## src/hw/rtl/assert_macros.svh

```systemverilog
// Assertion macros for the allocator RTL.
// No dependencies; compiled out when SYNTH is defined.
`ifndef ASSERT_MACROS_SVH
`define ASSERT_MACROS_SVH
`ifndef SYNTH
`define LBA_ASSERT(label, clk, rst_n, prop) \
    label: assert property (@(posedge clk) disable iff (!rst_n) prop) \
        else $error("assertion failed");
`define LBA_ASSERT_NEVER(label, clk, rst_n, expr) \
    label: assert property (@(posedge clk) disable iff (!rst_n) !(expr)) \
        else $error("forbidden condition seen");
`else
`define LBA_ASSERT(label, clk, rst_n, prop)
`define LBA_ASSERT_NEVER(label, clk, rst_n, expr)
`endif
`endif

```

## src/hw/rtl/lba_pkg.sv

```systemverilog
// Types, codes and microcode program of the linked block allocator.
// No dependencies.
package lba_pkg;

    localparam int BLOCK_W             = 7;
    localparam int BLOCK_SPAN          = 2 ** BLOCK_W;
    localparam int LEN_W               = 7;
    localparam int SIZE_W              = 8;
    localparam int LBA_MAX_BLOCKS      = 128;
    localparam int LBA_MAX_FILE_BLOCKS = 64;
    localparam logic [SIZE_W-1:0] DISK_SIZE_RESET = 8'd128;

    typedef enum logic [1:0] {
        ST_OK       = 2'd0,
        ST_IN_USE   = 2'd1,
        ST_NO_SPACE = 2'd2,
        ST_RANGE    = 2'd3
    } t_status;

    typedef struct packed {
        logic [BLOCK_W-1:0] first_block;
        logic [LEN_W-1:0]   file_length;
    } t_req;

    typedef struct packed {
        logic [BLOCK_W-1:0] block_number;
        t_status            status;
        logic               last;
    } t_res;

    typedef struct packed {
        logic [SIZE_W-1:0] disk_size;
    } t_cfg;

    // microcode steps, in program order
    typedef enum logic [3:0] {
        S_IDLE      = 4'd0,
        S_CHK_RANGE = 4'd1,
        S_CHK_USED  = 4'd2,
        S_CHK_LEN   = 4'd3,
        S_SCAN1     = 4'd4,
        S_CHK_FOUND = 4'd5,
        S_SCAN2     = 4'd6,
        S_DONE      = 4'd7,
        S_ERR_RANGE = 4'd8,
        S_ERR_USED  = 4'd9,
        S_ERR_SPACE = 4'd10
    } t_step;

    typedef enum logic [2:0] {
        C_ALWAYS,
        C_NO_REQ,
        C_RANGE_BAD,
        C_USED,
        C_TOO_LONG,
        C_MORE,
        C_SHORT
    } t_cond;

    typedef enum logic [1:0] {
        IDX_HOLD,
        IDX_LOAD_START,
        IDX_INC_IF_MORE
    } t_idx_op;

    typedef enum logic [1:0] {
        CNT_HOLD,
        CNT_CLEAR,
        CNT_INC_IF_FREE
    } t_cnt_op;

    typedef enum logic [2:0] {
        EM_NONE,
        EM_OK_IF_FREE,
        EM_RANGE,
        EM_IN_USE,
        EM_NO_SPACE
    } t_emit;

    typedef struct packed {
        logic    take;
        t_idx_op idx_op;
        t_cnt_op cnt_op;
        t_emit   emit;
    } t_ctrl;

    typedef struct packed {
        t_cond cond;
        t_step target;
        t_ctrl ctrl;
    } t_uword;

    typedef struct packed {
        logic req_valid;
        logic range_bad;
        logic used;
        logic too_long;
        logic more;
        logic short_found;
        logic stall;
    } t_flags;

    // Control store. A true condition jumps to target, else the step advances; a stall holds the step.
    function automatic t_uword lba_rom(input t_step step);
        t_uword w;
        w.cond        = C_ALWAYS;
        w.target      = S_IDLE;
        w.ctrl.take   = 1'b0;
        w.ctrl.idx_op = IDX_HOLD;
        w.ctrl.cnt_op = CNT_HOLD;
        w.ctrl.emit   = EM_NONE;
        case (step)
            S_IDLE: begin
                w.ctrl.take = 1'b1;
                w.cond      = C_NO_REQ;
                w.target    = S_IDLE;
            end
            S_CHK_RANGE: begin
                w.cond   = C_RANGE_BAD;
                w.target = S_ERR_RANGE;
            end
            S_CHK_USED: begin
                w.cond   = C_USED;
                w.target = S_ERR_USED;
            end
            S_CHK_LEN: begin
                w.cond        = C_TOO_LONG;
                w.target      = S_ERR_SPACE;
                w.ctrl.cnt_op = CNT_CLEAR;
            end
            S_SCAN1: begin
                w.cond        = C_MORE;
                w.target      = S_SCAN1;
                w.ctrl.idx_op = IDX_INC_IF_MORE;
                w.ctrl.cnt_op = CNT_INC_IF_FREE;
            end
            S_CHK_FOUND: begin
                w.cond        = C_SHORT;
                w.target      = S_ERR_SPACE;
                w.ctrl.idx_op = IDX_LOAD_START;
                w.ctrl.cnt_op = CNT_CLEAR;
            end
            S_SCAN2: begin
                w.cond        = C_MORE;
                w.target      = S_SCAN2;
                w.ctrl.idx_op = IDX_INC_IF_MORE;
                w.ctrl.cnt_op = CNT_INC_IF_FREE;
                w.ctrl.emit   = EM_OK_IF_FREE;
            end
            S_ERR_RANGE: w.ctrl.emit = EM_RANGE;
            S_ERR_USED:  w.ctrl.emit = EM_IN_USE;
            S_ERR_SPACE: w.ctrl.emit = EM_NO_SPACE;
            default: begin
                w.cond   = C_ALWAYS;
                w.target = S_IDLE;
            end
        endcase
        return w;
    endfunction

endpackage

```

## src/hw/rtl/lba_stream_if.sv

```systemverilog
// Valid/ready channel carrying one payload word of type T.
// No dependencies; payload types come from lba_pkg at instantiation.
interface lba_stream_if #(parameter type T = logic) ();
    logic valid;
    logic ready;
    T     data;

    modport source (output valid, output data, input ready);
    modport sink   (input valid, input data, output ready);
endinterface

```

## src/hw/rtl/lba_seq.sv

```systemverilog
// Microcode sequencer: step counter, control store fetch, conditional jumps.
// Depends on lba_pkg.
module lba_seq (
    input  logic            i_clk,
    input  logic            i_rst_n,
    input  lba_pkg::t_flags i_flags,
    output lba_pkg::t_ctrl  o_ctrl
);
    import lba_pkg::*;

    t_step  r_pc;
    t_step  n_pc;
    t_uword uw;
    logic   cond_hit;

    always_comb begin
        uw     = lba_rom(r_pc);
        o_ctrl = uw.ctrl;
    end

    always_comb begin
        case (uw.cond)
            C_ALWAYS:    cond_hit = 1'b1;
            C_NO_REQ:    cond_hit = !i_flags.req_valid;
            C_RANGE_BAD: cond_hit = i_flags.range_bad;
            C_USED:      cond_hit = i_flags.used;
            C_TOO_LONG:  cond_hit = i_flags.too_long;
            C_MORE:      cond_hit = i_flags.more;
            C_SHORT:     cond_hit = i_flags.short_found;
            default:     cond_hit = 1'b1;
        endcase
        if (i_flags.stall) begin
            n_pc = r_pc;
        end else if (cond_hit) begin
            n_pc = uw.target;
        end else begin
            n_pc = t_step'(r_pc + 4'd1);
        end
    end

    always_ff @(posedge i_clk) begin
        if (!i_rst_n) begin
            r_pc <= S_IDLE;
        end else begin
            r_pc <= n_pc;
        end
    end

endmodule

```

## src/hw/rtl/lba_datapath.sv

```systemverilog
// Datapath: request registers, scan index and count, used-block bitmap memory,
// result register. Depends on lba_pkg, lba_stream_if, assert_macros.svh.
`include "assert_macros.svh"
module lba_datapath #(
    parameter int MAX_BLOCKS      = lba_pkg::LBA_MAX_BLOCKS,
    parameter int MAX_FILE_BLOCKS = lba_pkg::LBA_MAX_FILE_BLOCKS
) (
    input  logic            i_clk,
    input  logic            i_rst_n,
    input  lba_pkg::t_ctrl  i_ctrl,
    output lba_pkg::t_flags o_flags,
    lba_stream_if.sink      i_req,
    lba_stream_if.source    o_res,
    lba_stream_if.sink      i_cfg
);
    import lba_pkg::*;

    localparam int MapDepth = (MAX_BLOCKS < BLOCK_SPAN) ? MAX_BLOCKS : BLOCK_SPAN;
    localparam int AddrW    = (MapDepth > 1) ? $clog2(MapDepth) : 1;

    logic [SIZE_W-1:0]  r_disk_size;
    logic [BLOCK_W-1:0] r_start;
    logic [LEN_W-1:0]   r_length;
    logic [SIZE_W-1:0]  r_size;
    logic [BLOCK_W-1:0] r_idx;
    logic [BLOCK_W-1:0] n_idx;
    logic [LEN_W-1:0]   r_count;
    logic [LEN_W-1:0]   cnt_next;
    logic [SIZE_W-1:0]  idx_plus;

    logic               r_map_mem [MapDepth];
    logic [MapDepth-1:0] r_valid;
    logic               r_mem_q;
    logic               r_vld_q;
    logic               r_byp_q;
    logic [AddrW-1:0]   raddr;
    logic               in_map;

    logic               take;
    logic               used_now;
    logic               free_now;
    logic               cnt_inc;
    logic               more;
    logic               emit_need;
    logic               slot_free;
    logic               stall;
    logic               fire;
    logic               we;
    logic               r_res_valid;
    t_res               r_res;
    t_res               n_res;

    assign take      = i_ctrl.take && i_req.valid;
    assign used_now  = r_byp_q || (r_vld_q && r_mem_q);
    assign free_now  = !used_now;
    assign cnt_inc   = (i_ctrl.cnt_op == CNT_INC_IF_FREE) && free_now;
    assign cnt_next  = r_count + LEN_W'(cnt_inc);
    assign idx_plus  = SIZE_W'(r_idx) + 8'd1;
    assign more      = (idx_plus < r_size) && (cnt_next < r_length);
    assign slot_free = !r_res_valid || o_res.ready;

    always_comb begin
        case (i_ctrl.emit)
            EM_OK_IF_FREE: emit_need = free_now;
            EM_RANGE:      emit_need = 1'b1;
            EM_IN_USE:     emit_need = 1'b1;
            EM_NO_SPACE:   emit_need = 1'b1;
            default:       emit_need = 1'b0;
        endcase
    end

    assign stall = emit_need && !slot_free;
    assign fire  = emit_need && slot_free;
    assign we    = fire && (i_ctrl.emit == EM_OK_IF_FREE);

    always_comb begin
        n_idx = r_idx;
        if (take) begin
            n_idx = i_req.data.first_block;
        end else if (!stall) begin
            case (i_ctrl.idx_op)
                IDX_LOAD_START:  n_idx = r_start;
                IDX_INC_IF_MORE: if (more) n_idx = idx_plus[BLOCK_W-1:0];
                default:         n_idx = r_idx;
            endcase
        end
    end

    always_comb begin
        n_res.block_number = '0;
        n_res.last         = 1'b1;
        case (i_ctrl.emit)
            EM_OK_IF_FREE: begin
                n_res.block_number = r_idx;
                n_res.status       = ST_OK;
                n_res.last         = (cnt_next == r_length);
            end
            EM_RANGE:    n_res.status = ST_RANGE;
            EM_IN_USE:   n_res.status = ST_IN_USE;
            EM_NO_SPACE: n_res.status = ST_NO_SPACE;
            default:     n_res.status = ST_NO_SPACE;
        endcase
    end

    // the read port follows the next index, so used_now always matches r_idx
    assign in_map = SIZE_W'(n_idx) < SIZE_W'(MapDepth);
    assign raddr  = n_idx[AddrW-1:0];

    always_ff @(posedge i_clk) begin
        if (we) begin
            r_map_mem[r_idx[AddrW-1:0]] <= 1'b1;
        end
        r_mem_q <= r_map_mem[raddr];
    end

    always_ff @(posedge i_clk) begin
        if (!i_rst_n) begin
            r_valid <= '0;
            r_vld_q <= 1'b0;
            r_byp_q <= 1'b0;
        end else begin
            if (we) begin
                r_valid[r_idx[AddrW-1:0]] <= 1'b1;
            end
            r_vld_q <= in_map && r_valid[raddr];
            r_byp_q <= we && (r_idx == n_idx);
        end
    end

    always_ff @(posedge i_clk) begin
        if (!i_rst_n) begin
            r_disk_size <= DISK_SIZE_RESET;
            r_idx       <= '0;
            r_count     <= '0;
            r_res_valid <= 1'b0;
        end else begin
            if (i_cfg.valid) begin
                r_disk_size <= i_cfg.data.disk_size;
            end
            r_idx <= n_idx;
            if (!stall) begin
                case (i_ctrl.cnt_op)
                    CNT_CLEAR:       r_count <= '0;
                    CNT_INC_IF_FREE: r_count <= cnt_next;
                    default:         r_count <= r_count;
                endcase
            end
            if (fire) begin
                r_res_valid <= 1'b1;
            end else if (o_res.ready) begin
                r_res_valid <= 1'b0;
            end
        end
    end

    always_ff @(posedge i_clk) begin
        if (take) begin
            r_start  <= i_req.data.first_block;
            r_length <= (i_req.data.file_length == '0) ? LEN_W'(1)
                                                       : i_req.data.file_length;
            r_size   <= (r_disk_size > SIZE_W'(MapDepth)) ? SIZE_W'(MapDepth)
                                                          : r_disk_size;
        end
        if (fire) begin
            r_res <= n_res;
        end
    end

    assign i_req.ready = i_ctrl.take;
    assign i_cfg.ready = 1'b1;
    assign o_res.valid = r_res_valid;
    assign o_res.data  = r_res;

    assign o_flags.req_valid   = i_req.valid;
    assign o_flags.range_bad   = SIZE_W'(r_start) >= r_size;
    assign o_flags.used        = used_now;
    assign o_flags.too_long    = r_length > LEN_W'(MAX_FILE_BLOCKS);
    assign o_flags.more        = more;
    assign o_flags.short_found = r_count < r_length;
    assign o_flags.stall       = stall;

    `LBA_ASSERT(a_write_in_disk, i_clk, i_rst_n, we |-> (SIZE_W'(r_idx) < r_size))
    `LBA_ASSERT_NEVER(a_error_not_last, i_clk, i_rst_n, r_res_valid && (r_res.status != ST_OK) && !r_res.last)
    `LBA_ASSERT(a_count_below_len, i_clk, i_rst_n, (i_ctrl.cnt_op == CNT_INC_IF_FREE) |-> (r_count < r_length))
    `LBA_ASSERT(a_written_reads_used, i_clk, i_rst_n, (we && !take && (n_idx == r_idx)) |=> used_now)

endmodule

```

## src/hw/rtl/linked_block_allocator.sv

```systemverilog
// Top level of the linked block allocator: sequencer plus datapath.
// Depends on lba_pkg, lba_stream_if, lba_seq, lba_datapath.
//
//  channel  dir  payload                               word moved when
//  i_req    in   first_block[6:0] file_length[6:0]     valid && ready
//  o_res    out  block_number[6:0] status[1:0] last    valid && ready
//  i_cfg    in   disk_size[7:0]                        valid && ready
//
// A request passes through an accept step, range, in-use and length checks, the
// counting scan, a found check, the allocating scan and a return step; the scans
// go through the single bitmap read port. Range, in-use and overlong errors are
// answered from their error steps; a shortfall, caught by the found check after
// the counting scan, is answered the same way.
// Reset clears the used flags at once; no clearing pass. i_req is ready only in
// the idle step; a full result register holds the sequencer on its emit step.
module linked_block_allocator #(
    parameter int MAX_BLOCKS      = lba_pkg::LBA_MAX_BLOCKS,
    parameter int MAX_FILE_BLOCKS = lba_pkg::LBA_MAX_FILE_BLOCKS
) (
    input  logic         i_clk,
    input  logic         i_rst_n,
    lba_stream_if.sink   i_req,
    lba_stream_if.source o_res,
    lba_stream_if.sink   i_cfg
);
    import lba_pkg::*;

    t_ctrl  ctrl;
    t_flags flags;

    lba_seq u_seq (
        .i_clk   (i_clk),
        .i_rst_n (i_rst_n),
        .i_flags (flags),
        .o_ctrl  (ctrl)
    );

    lba_datapath #(
        .MAX_BLOCKS      (MAX_BLOCKS),
        .MAX_FILE_BLOCKS (MAX_FILE_BLOCKS)
    ) u_datapath (
        .i_clk   (i_clk),
        .i_rst_n (i_rst_n),
        .i_ctrl  (ctrl),
        .o_flags (flags),
        .i_req   (i_req),
        .o_res   (o_res),
        .i_cfg   (i_cfg)
    );

endmodule

```

## src/flat_wrapper.sv

```systemverilog
// flat-port wrapper written by rule: the top's interface ports become plain ports
module linked_block_allocator_flat import lba_pkg::*;
#(
    parameter int MAX_BLOCKS      = lba_pkg::LBA_MAX_BLOCKS,
    parameter int MAX_FILE_BLOCKS = lba_pkg::LBA_MAX_FILE_BLOCKS
)
  (i_clk, i_rst_n, i_req_valid, i_req_data, i_req_ready, o_res_valid, o_res_data, o_res_ready, i_cfg_valid, i_cfg_data, i_cfg_ready);
  lba_stream_if #(.T(t_req)) i_req_i ();
  lba_stream_if #(.T(t_res)) o_res_i ();
  lba_stream_if #(.T(t_cfg)) i_cfg_i ();
  input  logic i_clk;
  input  logic i_rst_n;
  input wire logic [$bits(i_req_i.valid)-1:0] i_req_valid;
  input wire logic [$bits(i_req_i.data)-1:0] i_req_data;
  output wire logic [$bits(i_req_i.ready)-1:0] i_req_ready;
  output wire logic [$bits(o_res_i.valid)-1:0] o_res_valid;
  output wire logic [$bits(o_res_i.data)-1:0] o_res_data;
  input wire logic [$bits(o_res_i.ready)-1:0] o_res_ready;
  input wire logic [$bits(i_cfg_i.valid)-1:0] i_cfg_valid;
  input wire logic [$bits(i_cfg_i.data)-1:0] i_cfg_data;
  output wire logic [$bits(i_cfg_i.ready)-1:0] i_cfg_ready;
  assign i_req_i.valid = i_req_valid;
  assign i_req_i.data = i_req_data;
  assign i_req_ready = i_req_i.ready;
  assign o_res_valid = o_res_i.valid;
  assign o_res_data = o_res_i.data;
  assign o_res_i.ready = o_res_ready;
  assign i_cfg_i.valid = i_cfg_valid;
  assign i_cfg_i.data = i_cfg_data;
  assign i_cfg_ready = i_cfg_i.ready;
  linked_block_allocator #(.MAX_BLOCKS(MAX_BLOCKS), .MAX_FILE_BLOCKS(MAX_FILE_BLOCKS)) u_core (.i_clk(i_clk), .i_rst_n(i_rst_n), .i_req(i_req_i), .o_res(o_res_i), .i_cfg(i_cfg_i));
endmodule
```

## config.mk

```make
export PLATFORM = sky130hd
export DESIGN_NAME = linked_block_allocator_flat
export DESIGN_NICKNAME = d
export VERILOG_FILES = /design/src/hw/rtl/lba_pkg.sv /design/src/hw/rtl/lba_stream_if.sv /design/src/hw/rtl/lba_seq.sv /design/src/hw/rtl/lba_datapath.sv /design/src/hw/rtl/linked_block_allocator.sv /design/src/flat_wrapper.sv
export VERILOG_INCLUDE_DIRS = /design/src /design/src/hw/rtl
export SDC_FILE = /design/constraint.sdc
export NUM_CORES = 1
export LEC_CHECK = 0
export BUFFER_PORTS_ARGS = -buffer_cell sky130_fd_sc_hd__buf_2
export CORE_UTILIZATION = 45
export DETAILED_ROUTE_END_ITERATION = 12
export GPL_TIMING_DRIVEN = 0
export HOLD_SLACK_MARGIN = 0.05
export SYNTH_ARGS = -nofsm -noshare
export SYNTH_HDL_FRONTEND = slang
export SYNTH_SLANG_ARGS = --single-unit
export TNS_END_PERCENT = 20
```

## constraint.sdc

```tcl
create_clock -name i_clk -period 7.5 [get_ports i_clk]
set_clock_uncertainty 0.2 [all_clocks]
set_input_delay 0.75 -clock i_clk [delete_from_list [all_inputs] [get_ports i_clk]]
set_output_delay 0.75 -clock i_clk [all_outputs]
set_load 0.1 [all_outputs]
```

==> out/qor.yml, run 1 <==
grt_max_degree: 30
post-route-period-util_pct: 93.6
syn2layout_area_growth_pct: 12.3
grt_antenna_before_repair: 0
cp-end-kind: "flop"
ant_nets: 0
yosys.area.top_type_share_pct: 33.7
core_area_um2: 20300
switchingPower_uw: 1530
dieArea_um2: 21300
drtIter0Drc: 705
synth_edf_count: 32
ios: 40
p_comb_share_pct: 41.7
fin_nets: 1068
worstSetupPathType: "flop to flop"
max-cap-violations: 0
gp_congestion: 0.916
pwr-share-clk_pct: 26.7
grt_pass1_vias: 7502
multi_input_area_um2: 4810
grt_overflow: 0
synthArstFlopShare_pct: 0
synthTopCellsByCount: "dfxtp_1, a22o_1, nand2_1, nor2_1, mux2i_1"
synth_ff_type: "dfxtp_1"
cts_tree: "done"
synth_cells: 947
fin_ws_ns: 0.478
clock_sinks: 189
yosysWarnings: 0
status: "completed"
power_density_nw_per_um2: 348
path_max_fanout: 10
seq_area_um2: 4100
post-place-ws_ns: 0.811
irDropWorstVdd_v: 0.000168
htreeDepth: 4
cts_buffers: 17
n_antenna_cell: 0
dp_hpwl_um: 19000
initial_core_util_pct: 46.0
yosysMostFrequentCell: "dfxtp_1"
r2r_slack_ns: 0.48
hold_viol: 0
post-cts-setup-buffers: 0
clkTransAtPathRegs_ns: 0.08
finalSetupViolCount: 0
wl_per_cell_um: 21.2
ys_ff_latch: 189
die_y_um: 146
dr.pass1.iters: 5
rows: 52
syn_avg_cell_area_um2: 9.85
final_layout_size_suffix_gt1_share_pct: 10.5
synth.distinct_cells: 80
leakage_uw: 0.00420
drc_errors: 0
clockBufferDepth: 2
syn_nets: 1012
min_period_ns: 7.02
required_ns: 7.62
synthesis.area_um2: 9330
drv_slew: 0
synth.largest_area_cell: "dfxtp_1"
setup_tns_ns: 0
die_w_um: 146
grt_pass1_wl_um: 42600
clk_latency_ns: 0.44
yosysSeqAreaShare_pct: 44.0
fmax_mhz: 142
n_fill_cell: 1913
portBuffers: 37
critPathLaunchType: "flop"
grt_use_total_pct: 26.1
seqPwrFrac_pct: 31.5
worst_pin_slew_ns: 1.40
finalPower_uw: 3650
rsz0062_at_grt: "no"
worst_hold_path_type: "flop to flop"
cts.repair.resized: 0
maxSlewHeadroom_pct: 6.33
routed_wl_um: 27200
vias: 7723
root_buffer: "clkbuf_16"
viasPerCell: 6.01
ctsHoldBuffers: 0
switching_share_pct: 41.9
p_int_uw: 2120
synth_area_leaders: "dfxtp_1, a22o_1, edfxtp_1"
worstPathArrival_ns: 7.14
-- kinds of logic after synthesis --
family                     count (synthesis)  share of synthesized area [%]
AOI/OAI and AO/OA                        263                           22.5
other                                      1                         0.0402
xor gates and xnor gates                  17                           1.60
muxes                                     69                           7.46
buffers and inverters                     91                           4.44
and+or+nand+nor                          279                           14.9
DFF                                      189                           44.0
adders and majority gates                 38                           5.10
-- per-layer routing --
| metal | vias to the layer above | GRT usage (%) | routed length, um |
|---|---|---|---|
| met5 | - | 0 | 0 |
| met4 | 0 | 8.07 | 562 |
| met3 | 49 | 5.67 | 1870 |
| met2 | 307 | 41.3 | 12400 |
| met1 | 3714 | 35.6 | 12400 |
| li1 | 3653 | - | - |
-- sequential cells by signal (all words and copies together) (netlist names) --
name	count
u_core.u_datapath.r_valid	128
u_core.u_datapath.o_res.data	10
u_core.u_datapath.r_disk_size	8
u_core.u_datapath.r_size	8
u_core.u_datapath.r_count	7
u_core.u_datapath.r_idx	7
u_core.u_datapath.r_length	7
u_core.u_datapath.r_start	7
u_core.u_seq.r_pc	4
u_core.u_datapath.o_res.valid	1
u_core.u_datapath.r_byp_q	1
u_core.u_datapath.r_vld_q	1
-- worst max-delay path, stage by stage, from the launching register on --
cell and delay (ns):
dfxtp_1 0.38, inv_1 0.09, ha_1 0.27, nand2_1 0.12, inv_1 0.06, a21oi_1 0.28
ha_1 0.20, clkbuf_1 0.37, and2_1 0.22, ha_1 0.15, ha_1 0.19, nand3_1 0.18
nor2_1 0.20, xor2_1 0.23, ha_1 0.30, a211oi_1 0.21, o21ai_1 0.12, a211oi_1 0.76
nand4_1 0.24, o211ai_1 0.67, clkbuf_1 0.57, a2111oi_0 0.16, o31ai_1 0.30, a21oi_1 0.11
o31a_1 0.32
-- cells in the final DEF, fill, tap and decap left out, drive strengths merged, types with 9 or more instances in the layout --
cell / n
a31oi: 12
ha: 38
a22o: 120
a21o: 13
nor3: 16
inv: 33
and3: 10
nand3: 36
xnor2: 13
nand4: 13
nand2: 77
clkbuf: 64
buf: 57
a21oi: 29
o21ai: 20
mux2i: 65
and2: 9
edfxtp: 32
nor2b: 15
dfxtp: 157
nor2: 71
-- area by class of cell --
class | count | share of cell area, %
Tap cell | 270 | 3.22
Sequential cell | 189 | 39.2
Inverter | 25 | 0.896
Clock inverter | 14 | 1.86
Timing Repair Buffer | 37 | 1.77
Clock buffer | 18 | 4.10
Multi-Input combinational cell | 667 | 45.9
Buffer | 66 | 3.06
-- metrics by stage --
| stage | hold slack, ns | util, % | cells | cell area (um2) |
|---|---|---|---|---|
| 2_1_floorplan | 0.218 | - | 947 | 9330 |
| 3_3_place_gp | 0.233 | 48.5 | 1254 | 9850 |
| 3_5_place_dp | 0.238 | 48.5 | 1254 | 9850 |
| 4_1_cts | 0.256 | 51.6 | 1286 | 10500 |
| 5_1_grt | 0.288 | 51.6 | 1286 | 10500 |
| 6_report | 0.254 | 51.6 | 1286 | 10500 |
-- final timing paths --
path | from | end | depth (start not counted)
setup / recovery | u_core.u_seq.r_pc[1] | u_core.u_datapath.r_vld_q | 24
hold / removal | u_core.u_datapath.r_valid[126] | u_core.u_datapath.r_valid[126] | 2
setup reg to reg | u_core.u_seq.r_pc[1] | u_core.u_datapath.r_vld_q | 24
hold reg to reg | u_core.u_datapath.r_valid[126] | u_core.u_datapath.r_valid[126] | 2
-- power groups by stage --
stage / clock network, uW / logic (uW) / registers (uW)
finish: 975 / 1520 / 1150
CTS: 994 / 1490 / 1150
global placement: 0 / 1490 / 1170
detailed placement: 0 / 1490 / 1170
floorplan: 0 / 1020 / 1190
global route: 1030 / 1620 / 1160
(Power assumes the default switching activity.)
==> inputs of run 2 (changes only) <==
- ABC_AREA: default -> 1
- PLACE_DENSITY: default -> 0.67
==> run 2 against run 1 <==
Die area increased by 0.44%. Worst setup slack improved by 0.77 ns. Core utilization increased by 0.086 points. Non-clock buffer count increased by 4. Critical path depth increased by 12. Count of clock-buffer cells in the layout increased by 3. Sequential share of layout area decreased by 0.065 points. Critical endpoint unchanged. Highest routed layer unchanged.
==> out/qor.yml, run 2 <==
drtIter0Drc: 939
required_ns: 7.63
routed_wl_um: 27900
vias: 8659
status: "completed"
cts_tree: "done"
grt_max_degree: 24
grt_overflow: 0
r2r_cells: 36
synth_edf_count: 32
critical_path.max_stage_delay_ns: 0.38
final_layout_size_suffix_gt1_share_pct: 8.89
hold_viol: 0
gp_congestion: 0.942
largest_reg_flops: 128
htreeDepth: 4
dr.pass1.iters: 6
cp-end-kind: "flop"
critPathLaunchType: "flop"
setup_tns_ns: 0
worstPathArrival_ns: 6.38
dp_hpwl_um: 19900
worst_pin_slew_ns: 1.05
rows: 52
post-cts-setup-buffers: 0
ios: 40
fin_nets: 1335
syn2layout_area_growth_pct: 12.0
clk_latency_ns: 0.44
rsz0062_at_grt: "no"
slowest_stage: "nor3b_1"
yosys.area.top_type_share_pct: 33.5
critPathMostFrequentCell: "nand2_1"
maxSlewHeadroom_pct: 29.4
ant_nets: 0
synth_area_leaders: "dfxtp_1, edfxtp_1, nand3_1"
synthTopCellsByCount: "inv_1, nand3_1, nand2_1, dfxtp_1, o22ai_1"
seq_area_um2: 4100
syn_avg_cell_area_um2: 7.72
die_y_um: 146
synth.distinct_cells: 50
final_cell_mix: "inv_1, nand3_1, nand2_1"
clockBufferDepth: 2
synth_ff_type: "dfxtp_1"
worst_hold_path_type: "flop to flop"
path_max_fanout: 10
drv_slew: 0
hold_path.startpoint: "u_core.u_datapath.r_valid[62]"
clock_sinks: 189
n_antenna_cell: 0
wl_met3_um: 2490
hold_depth: 2
fmax_mhz: 160
initial_core_util_pct: 46.2
portBuffers: 37
mostFrequentLayoutCell: "inv_1"
die_w_um: 146
worstSetupPathType: "flop to flop"
r2r-start: "u_core.u_seq.r_pc[0]"
grt_pass1_wl_um: 43800
synth.largest_area_cell: "dfxtp_1"
top_register: "u_core.u_datapath.r_valid"
min_period_ns: 6.25
clkTransAtPathRegs_ns: 0.07
post-place-ws_ns: 1.55
highest_layer: "met4"
grt_pass1_vias: 7947
final_core_util_pct: 51.7
drc_errors: 0
core_area_um2: 20300
irDropWorstVdd_v: 0.000187
power_density_nw_per_um2: 371
synth_cells: 1214
max-cap-violations: 0
hold_end: "u_core.u_datapath.r_valid[62]"
finalSetupViolCount: 0
syn_nets: 1279
met1_length_um: 12500
n_fill_cell: 2034
r2r_end: "u_core.u_datapath.r_vld_q"
grt_use_total_pct: 26.6
grt_antenna_before_repair: 0
wl_per_cell_um: 18.0
cts_buffers: 17
yosysSeqAreaShare_pct: 43.8
cts.repair.resized: 0
multi_input_area_um2: 4090
synthArstFlopShare_pct: 0
post-route-period-util_pct: 83.3
yosysMostFrequentCell: "inv_1"
leakage_uw: 0.00430
ys_ff_latch: 189
route.met2.wl_um: 12200
r2r_slack_ns: 1.25
hold_ws_ns: 0.262
dieArea_um2: 21400
root_buffer: "clkbuf_16"
viasPerCell: 5.58
fin_ws_ns: 1.25
synthesis.area_um2: 9370
ctsHoldBuffers: 0
yosysWarnings: 0
run 2: how the worst max path moves through the flow:
stage,start,end,slack [ns],depth (start not counted)
after global routing,u_core.u_seq.r_pc[0],u_core.u_datapath.r_vld_q,0.88,36
final,u_core.u_seq.r_pc[0],u_core.u_datapath.r_vld_q,1.25,36
after CTS,u_core.u_seq.r_pc[0],u_core.u_datapath.r_vld_q,1.45,36
after global placement,u_core.u_seq.r_pc[0],u_core.u_datapath.r_vld_q,1.59,36
after detailed placement,u_core.u_seq.r_pc[0],u_core.u_datapath.r_vld_q,1.55,36
after floorplan,u_core.u_seq.r_pc[1],u_core.u_datapath.r_vld_q,2.82,38
run 2: cell families after synthesis:
group	after synthesis	synth area share, %
adders and majority gates	38	5.07
AOI/OAI and AO/OA	223	15.1
and+or+nand+nor	463	22.6
other	1	0.0400
xor gates and xnor gates	9	0.841
buffers and inverters	291	12.6
DFF	189	43.8
run 2: where the power goes:
group | total [uW] | leakage [uW] | switching, uW | internal (uW)
registers | 1160 | 0.00157 | 42.7 | 1110
logic | 1800 | 0.00245 | 1290 | 510
clock network | 934 | 0.000290 | 410 | 524
run 2: layout make-up:
type / instances / area share [%]
clock inverter: 11 / 1.23
timing repair buffer: 37 / 1.76
tap: 270 / 3.22
clock buffer: 21 / 4.49
sequential: 189 / 39.1
multi-input combinational: 734 / 39.0
buffer: 70 / 3.30
inverter: 221 / 7.93
run 2: stage by stage:
step	cell area [um2]	power, uW	cells
floorplan	9370	2390	1214
detailed placement	9900	2920	1521
CTS	10500	3840	1553
finish	10500	3890	1553
global placement	9900	2900	1521
global route	10500	4080	1553
run 2: routing by layer:
layer	global-route usage [%]	vias up
met4	9.32	0
met3	5.59	56
li1	-	4198
met2	40.8	352
met1	37.1	4053
met5	0	-
run 2: worst max-delay path, delay by kind of cell (launching register included):
| kind | cells | cell delay [ns] |
|---|---|---|
| simple gates | 22 | 2.81 |
| buf+inv | 6 | 1.16 |
| fa+ha+maj | 5 | 1.10 |
| flops | 1 | 0.35 |
| compound gates | 2 | 0.27 |
| xor+xnor | 1 | 0.23 |
